[config.mk]
export PLATFORM = sky130hd
export DESIGN_NAME = modular_exponentiation_top
export DESIGN_NICKNAME = d
export VERILOG_FILES = /design/src/rtl/mexp_pkg.sv /design/src/rtl/modular_exponentiation_top.sv
export SDC_FILE = /design/constraint.sdc
export NUM_CORES = 2
export LEC_CHECK = 0
export ABC_AREA = 0
export BUFFER_PORTS_ARGS = -buffer_cell sky130_fd_sc_hd__clkbuf_2
export CAP_MARGIN = 20
export CORE_ASPECT_RATIO = 2
export CORE_MARGIN = 3
export CORE_UTILIZATION = 56
export DETAILED_ROUTE_END_ITERATION = 8
export PLACE_DENSITY = 0.86
export SLEW_MARGIN = 20
export SYNTH_ARGS = -nofsm -noshare
export SYNTH_HDL_FRONTEND = slang
export SYNTH_SLANG_ARGS = --single-unit
[constraint.sdc]
create_clock -name clk_i -period 9.59 [get_ports clk_i]
set_input_delay 0.959 -clock clk_i [delete_from_list [all_inputs] [get_ports clk_i]]
set_output_delay 0.959 -clock clk_i [all_outputs]
set_load 0.005 [all_outputs]
[src/rtl/mexp_pkg.sv]
package mexp_pkg;

  localparam int unsigned BASE_W   = 30;
  localparam int unsigned EXP_W    = 63;
  localparam int unsigned POWER_W  = 30;
  localparam int unsigned EXP_BITS_DEFAULT = 63;

  // Prime modulus and Barrett constant floor(2^60 / p)
  localparam logic [29:0] MODULUS  = 30'd1000000007;
  localparam logic [30:0] BARRETT_MU = 31'd1152921496;

  localparam int unsigned OPND_W = 31;
  localparam int unsigned PROD_W = 2 * OPND_W;

  localparam int unsigned UPC_W   = 3;
  localparam logic [UPC_W-1:0] UC_LAST = 3'd6;

  typedef enum logic [2:0] {
    ST_IDLE = 3'b001,
    ST_RUN  = 3'b010,
    ST_DONE = 3'b100
  } state_e;

  typedef enum logic [1:0] {
    OPA_ACC = 2'd0,
    OPA_SQ  = 2'd1,
    OPA_Q1  = 2'd2,
    OPA_Q3  = 2'd3
  } opa_e;

  typedef enum logic [1:0] {
    OPB_SQ  = 2'd0,
    OPB_MU  = 2'd1,
    OPB_MOD = 2'd2
  } opb_e;

  // One microcode word
  typedef struct packed {
    logic mul_en;    // multiplier result is written this step
    opa_e opa;
    opb_e opb;
    logic dst_sq;    // product goes to the squaring path, else multiply path
    logic load_x;    // capture low product bits for the final subtract
    logic wr_acc;    // correct and write accumulator (if exponent bit set)
    logic wr_sq;     // correct and write running square
    logic loop_end;  // shift exponent, branch back or finish
  } uc_word_t;

  // Per exponent bit: two interleaved Barrett products, then corrections.
  function automatic uc_word_t uc_fetch(input logic [UPC_W-1:0] upc);
    uc_word_t w;
    w = '0;
    unique case (upc)
      3'd0: begin
        w.mul_en = 1'b1; w.opa = OPA_ACC; w.opb = OPB_SQ;  w.load_x = 1'b1;
      end
      3'd1: begin
        w.mul_en = 1'b1; w.opa = OPA_SQ;  w.opb = OPB_SQ;  w.dst_sq = 1'b1;
        w.load_x = 1'b1;
      end
      3'd2: begin
        w.mul_en = 1'b1; w.opa = OPA_Q1;  w.opb = OPB_MU;
      end
      3'd3: begin
        w.mul_en = 1'b1; w.opa = OPA_Q1;  w.opb = OPB_MU;  w.dst_sq = 1'b1;
      end
      3'd4: begin
        w.mul_en = 1'b1; w.opa = OPA_Q3;  w.opb = OPB_MOD;
      end
      3'd5: begin
        w.mul_en = 1'b1; w.opa = OPA_Q3;  w.opb = OPB_MOD; w.dst_sq = 1'b1;
        w.wr_acc = 1'b1;
      end
      3'd6: begin
        w.wr_sq = 1'b1; w.loop_end = 1'b1;
      end
      default: begin
        w = '0;
      end
    endcase
    return w;
  endfunction

endpackage

[src/rtl/modular_exponentiation_top.sv]
// Channel | Direction | Handshake                 | Beat contents
// in      | sink      | in_valid_i / in_stall_o   | base_i[29:0], exponent_i[62:0]
// out     | source    | out_valid_o / out_stall_i | power_o[29:0]
//
// Flow: load, then the microcode steps for each exponent bit up to the highest set bit
//   (bits at EXP_BITS and above ignored), then the output register; a zero exponent
//   skips the loop. The 7 steps are six multiplies on the one shared 31x31
//   multiplier (three Barrett steps per modular product) and a last correction.
// Reset: asynchronous, active low; clears sequencer and output valid only.
// Stalls: one item in flight; a new beat is taken once the result is registered, stalled or not.
module modular_exponentiation_top #(
  parameter int unsigned EXP_BITS = mexp_pkg::EXP_BITS_DEFAULT
) (
  input  logic                           clk_i,
  input  logic                           rst_ni,
  input  logic                           in_valid_i,
  output logic                           in_stall_o,
  input  logic [mexp_pkg::BASE_W-1:0]    base_i,
  input  logic [mexp_pkg::EXP_W-1:0]     exponent_i,
  output logic                           out_valid_o,
  input  logic                           out_stall_i,
  output logic [mexp_pkg::POWER_W-1:0]   power_o
);
  import mexp_pkg::*;

  // Sequencer state
  state_e             state_q, state_d;
  logic [UPC_W-1:0]   upc_q, upc_d;
  uc_word_t           uc;

  // Datapath
  logic [EXP_BITS-1:0] exp_q, exp_d;
  logic [29:0]         acc_q, acc_d;    // accumulator, always below p
  logic [29:0]         sq_q, sq_d;      // running square, always below p
  logic [PROD_W-1:0]   pa_q, pa_d;      // product register, multiply path
  logic [PROD_W-1:0]   ps_q, ps_d;      // product register, square path
  logic [31:0]         xa_q, xa_d;      // low bits of full product, multiply path
  logic [31:0]         xs_q, xs_d;      // low bits of full product, square path

  logic                out_valid_q, out_valid_d;
  logic [29:0]         power_q, power_d;

  logic                in_acc;
  logic                out_free;
  logic [63:0]         exp_ext;
  logic [EXP_BITS-1:0] exp_load;
  logic [EXP_BITS-1:0] exp_shift;
  logic [29:0]         base_red;
  logic [30:0]         base_m1;

  logic [PROD_W-1:0]   p_path;
  logic [OPND_W-1:0]   mul_a, mul_b;
  logic [PROD_W-1:0]   prod;

  logic [31:0]         corr_x, corr_r;
  logic [32:0]         corr_m1, corr_m2;
  logic [29:0]         corr_out;

  assign in_stall_o  = (state_q != ST_IDLE);
  assign in_acc      = in_valid_i && !in_stall_o;
  assign out_valid_o = out_valid_q;
  assign power_o     = power_q;
  assign out_free    = !out_valid_q || !out_stall_i;

  assign uc = uc_fetch(upc_q);

  // Exponent masked to the datapath width on load
  assign exp_ext   = {1'b0, exponent_i};
  assign exp_load  = exp_ext[EXP_BITS-1:0];
  assign exp_shift = exp_q >> 1;

  // Base is below 2^30 < 2p, so one compare-subtract reduces it
  assign base_m1  = {1'b0, base_i} - {1'b0, MODULUS};
  assign base_red = base_m1[30] ? base_i : base_m1[29:0];

  // Shared multiplier; Barrett operands are taken from the addressed path
  assign p_path = uc.dst_sq ? ps_q : pa_q;

  always_comb begin
    unique case (uc.opa)
      OPA_ACC: mul_a = {1'b0, acc_q};
      OPA_SQ:  mul_a = {1'b0, sq_q};
      OPA_Q1:  mul_a = p_path[59:29];   // x >> (k-1)
      OPA_Q3:  mul_a = p_path[61:31];   // (q1 * mu) >> (k+1)
      default: mul_a = '0;
    endcase
    unique case (uc.opb)
      OPB_SQ:  mul_b = {1'b0, sq_q};
      OPB_MU:  mul_b = BARRETT_MU;
      OPB_MOD: mul_b = {1'b0, MODULUS};
      default: mul_b = '0;
    endcase
  end

  assign prod = PROD_W'(mul_a) * PROD_W'(mul_b);

  // Barrett correction: r = x - q3*p lies below 3p, two trial subtracts
  assign corr_x   = uc.wr_sq ? xs_q : xa_q;
  assign corr_r   = corr_x - (uc.wr_sq ? ps_q[31:0] : pa_q[31:0]);
  assign corr_m1  = {1'b0, corr_r} - {3'b000, MODULUS};
  assign corr_m2  = {1'b0, corr_r} - {2'b00, MODULUS, 1'b0};

  always_comb begin
    if (!corr_m2[32]) begin
      corr_out = corr_m2[29:0];
    end else if (!corr_m1[32]) begin
      corr_out = corr_m1[29:0];
    end else begin
      corr_out = corr_r[29:0];
    end
  end

  // Sequencer and datapath next state
  always_comb begin
    state_d     = state_q;
    upc_d       = upc_q;
    exp_d       = exp_q;
    acc_d       = acc_q;
    sq_d        = sq_q;
    pa_d        = pa_q;
    ps_d        = ps_q;
    xa_d        = xa_q;
    xs_d        = xs_q;
    out_valid_d = out_valid_q && out_stall_i;
    power_d     = power_q;

    unique case (state_q)
      ST_IDLE: begin
        if (in_acc) begin
          acc_d   = 30'd1;
          sq_d    = base_red;
          exp_d   = exp_load;
          upc_d   = '0;
          state_d = (exp_load == '0) ? ST_DONE : ST_RUN;
        end
      end
      ST_RUN: begin
        if (uc.mul_en) begin
          if (uc.dst_sq) begin
            ps_d = prod;
          end else begin
            pa_d = prod;
          end
        end
        if (uc.load_x) begin
          if (uc.dst_sq) begin
            xs_d = prod[31:0];
          end else begin
            xa_d = prod[31:0];
          end
        end
        if (uc.wr_acc && exp_q[0]) begin
          acc_d = corr_out;
        end
        if (uc.wr_sq) begin
          sq_d = corr_out;
        end
        if (uc.loop_end) begin
          exp_d = exp_shift;
          upc_d = '0;
          if (exp_shift == '0) begin
            state_d = ST_DONE;
          end
        end else begin
          upc_d = upc_q + 1'b1;
        end
      end
      ST_DONE: begin
        if (out_free) begin
          out_valid_d = 1'b1;
          power_d     = acc_q;
          state_d     = ST_IDLE;
        end
      end
      default: begin
        state_d = ST_IDLE;
      end
    endcase
  end

  always_ff @(posedge clk_i or negedge rst_ni) begin
    if (!rst_ni) begin
      state_q     <= ST_IDLE;
      upc_q       <= '0;
      out_valid_q <= 1'b0;
    end else begin
      state_q     <= state_d;
      upc_q       <= upc_d;
      out_valid_q <= out_valid_d;
    end
  end

  always_ff @(posedge clk_i) begin
    exp_q   <= exp_d;
    acc_q   <= acc_d;
    sq_q    <= sq_d;
    pa_q    <= pa_d;
    ps_q    <= ps_d;
    xa_q    <= xa_d;
    xs_q    <= xs_d;
    power_q <= power_d;
  end

  // Microcode never runs past the last step
  assert property (@(posedge clk_i) disable iff (!rst_ni)
    state_q == ST_RUN |-> upc_q <= UC_LAST)
    else $error("micro-PC beyond program");

  // Running square stays reduced through the loop
  assert property (@(posedge clk_i) disable iff (!rst_ni)
    state_q == ST_RUN |-> sq_q < MODULUS)
    else $error("running square not reduced");

  // Accumulator is reduced when the result is handed over
  assert property (@(posedge clk_i) disable iff (!rst_ni)
    state_q == ST_DONE |-> acc_q < MODULUS)
    else $error("accumulator not reduced");

  // An accepted beat always starts work
  assert property (@(posedge clk_i) disable iff (!rst_ni)
    in_acc |=> state_q != ST_IDLE)
    else $error("accepted beat dropped");

  // A result is only launched from the done state
  assert property (@(posedge clk_i) disable iff (!rst_ni)
    $rose(out_valid_q) |-> $past(state_q) == ST_DONE)
    else $error("result without completed run");

endmodule
==> results.yml <==
setup_path:
  max_stage_delay_ns: 0.56
  critPathKind: "flip-flop to flip-flop"
  cp_max_fo: 7
  cp.buffers_inverters: 11
  crit_slowest_cell: "fa_1"
  cp.arrival_ns: 10.00
  crit_path_frequent_cell: "fa_1"
  start_kind: "flip-flop"
  crit_family: "adder cells"
  worstPathRequired_ns: 9.97
  endpoint_kind: "flip-flop"
cts:
  clock_latency_ns: 0.60
  cts_tree: "yes"
  cts.sink_count: 348
  cts-buffers-inserted: 24
  clk_pin_slew_worst_paths_ns: 0.09
  clock_path_buffers: 3
  htreeDepth: 1
  cts-root-buf: "clkbuf_16"
drt:
  viasPerCell: 6.106
  vias: 40725
  drc: 0
  wirelength_um: 171900
  wl_per_cell_um: 25.77
  drt_pass1_iterations: 6
  drt_iter0_drc: 3842
  final_antenna_net_count: 0
sta:
  finalSetupTns_ns: -0.1069
  fmax_mhz: 103.9
  worstMarginPinSlew_ns: 1.095
  finalCritPeriodShare_pct: 100.3
  maxSlewViolCount: 0
  period_minus_slack_ns: 9.621
  rsz0062_at_grt: "yes"
  relSlewSlack_pct: 26.35
  setup_viol: 6
  setup_ws_ns: -0.03131
  skew_ns: 0.03530
  hold_viol: 0
synth:
  async_reset_ff_share_pct: 2.011
  synth_warnings: 0
  synth_top_area_share_pct: 34.26
  synth_seq_cells: 348
  yosysSeqAreaShare_pct: 21.27
  synth-main-ff-cell: "edfxtp_1"
  synth_cells: 5231
  syn_area_per_cell_um2: 9.360
  synth_area_mm2: 0.04896
  synth_edf_count: 341
  synth_area_leaders: "fa_1 (34%), edfxtp_1 (21%), ha_1 (7.5%)"
  synth_top_cell_by_area: "fa_1"
  syn-num-nets: 6461
  synth_cell_types: 113
placement:
  place_area_mm2: 0.05297
  hpwlAfterDp_um: 137900
  dp.cells: 6566
  io_buffers: 128
  preCtsSetupSlack_ns: -0.2845
  gp_congestion: 1.080
cells_and_area:
  n_fill_cell: 6703
  final_cells: 6670
  drive_above_1_share_pct: 15.13
  layout.nets: 6725
  final_cell_mix: "nand2_1 (863), fa_1 (830), inv_1 (824), nor2_1 (632), edfxtp_1 (341)"
  final_area_mm2: 0.05513
  final_common_cell: "nand2_1"
  area_growth_pct: 12.58
floorplanning:
  io_pins: 129
  fp.dieArea_mm2: 0.09124
  rows: 152
  die_w_um: 215.1
  core_area_mm2: 0.08634
  fp.dieH_um: 424.2
  start_util_pct: 56.71
global_routing:
  grt_use_total_pct: 37.04
  grt_pass1_vias: 43591
  grt-ovfl-total: 0
  grt_pass1_wl_um: 251700
  grt_max_degree: 71
  antenna_found_initial: 3
run:
  cap_violations: 0
run_status:
  violations: "negative setup slack"
  outcome: "finished, violations left"
worst_hold_path:
  min_path_type: "primary input to async pin"
-- area by class of cell --
| type | instances | area (µm²) | share of cell area [%] |
|---|---|---|---|
| diodes | 3 | 7.507 | 0.01362 |
| clock buffers | 27 | 633.1 | 1.148 |
| clock inverters | 16 | 163.9 | 0.2973 |
| inverters | 826 | 3100 | 5.624 |
| multi-input cells | 3780 | 35130 | 63.72 |
| flip-flops and latches | 348 | 10420 | 18.90 |
| well taps | 1155 | 1445 | 2.621 |
| repair buffers | 515 | 4234 | 7.681 |
-- worst paths after layout --
| check | startpoint | end | slack [ns] | cells after the start |
|---|---|---|---|---|
| worst max-delay path | upc_q[1] | pa_q[61] | -0.03 | 37 |
| worst min-delay path | rst_ni | upc_q[1] | 0.23 | 1 |
| worst max register to register | upc_q[1] | pa_q[61] | -0.03 | 37 |
| worst min register to register | acc_q[1] | power_o[1] | 0.48 | 0 |
| max in group asynchronous | rst_ni | state_q[0] | 9.10 | 1 |
| min in group clk_i | acc_q[1] | power_o[1] | 0.48 | 0 |
-- flip-flops by register name (all words and copies together), names as in the netlist --
signal	count
ps_q	62
pa_q	62
xa_q	32
xs_q	32
acc_q	30
power_o	30
state_q	3
exp_q	63
out_valid_o	1
upc_q	3
sq_q	30
-- cell families (layout without fill, tap and decap cells) --
logic type,Yosys count,in the layout,share of synthesized area [%]
AOI/OAI and AO/OA,563,563,7.945
xor gates and xnor gates,137,137,2.466
adders and majority gates,1133,1133,41.80
buffers and inverters,1103,1384,8.624
DFF,348,348,21.27
muxes,101,101,2.200
other,0,3,0
and+or+nand+nor,1846,1846,15.69
-- Yosys cell counts, types with 20 or more instances --
master    instances
nor3_1           55
o21ai_1          28
a31oi_1          20
nand2_1         865
nor4_1           40
clkbuf_1        224
xnor2_1          86
o21a_1           20
buf_1            29
fa_1            838
mux2i_1          48
inv_1           826
xor2_1           50
ha_1            295
and2_1           41
or2_2            24
nand4_1          25
a21o_1           89
mux2_2           53
a21oi_1         168
edfxtp_1        341
nand3_1          47
nor2_1          665
a211oi_1         21
o21ai_0          68
-- metrics by stage --
step / hold WS [ns] / util, %
CTS: 0.2144 / 62.49
finish: 0.2265 / 63.85
floorplan: 0.4257 / -
global route: 0.2287 / 63.84
global placement: 0.4460 / 61.35
detailed placement: 0.4461 / 61.35
-- routing by layer --
| metal | track usage [%] | part of all wire (%) | vias up |
|---|---|---|---|
| met4 | 36.67 | 14 | 2 |
| met3 | 6.735 | 9.1 | 1095 |
| met1 | 36.48 | 29 | 19888 |
| li1 | - | - | 17030 |
| met5 | 0 | 0.0064 | - |
| met2 | 64.21 | 48 | 2710 |
-- what timing repair did --
item | CTS | global route
buffers inserted | 7 | 45
hold buffers | 0 | 0
pin swaps | 5 | 56
gates resized for setup | 39 | 162
endpoints found under the setup margin | 32 | 44
gates cloned | 0 | 7
Power is left out: the tool's default activity adds up to more than one toggle a clock period on the data nets, which glitch-free logic cannot reach.
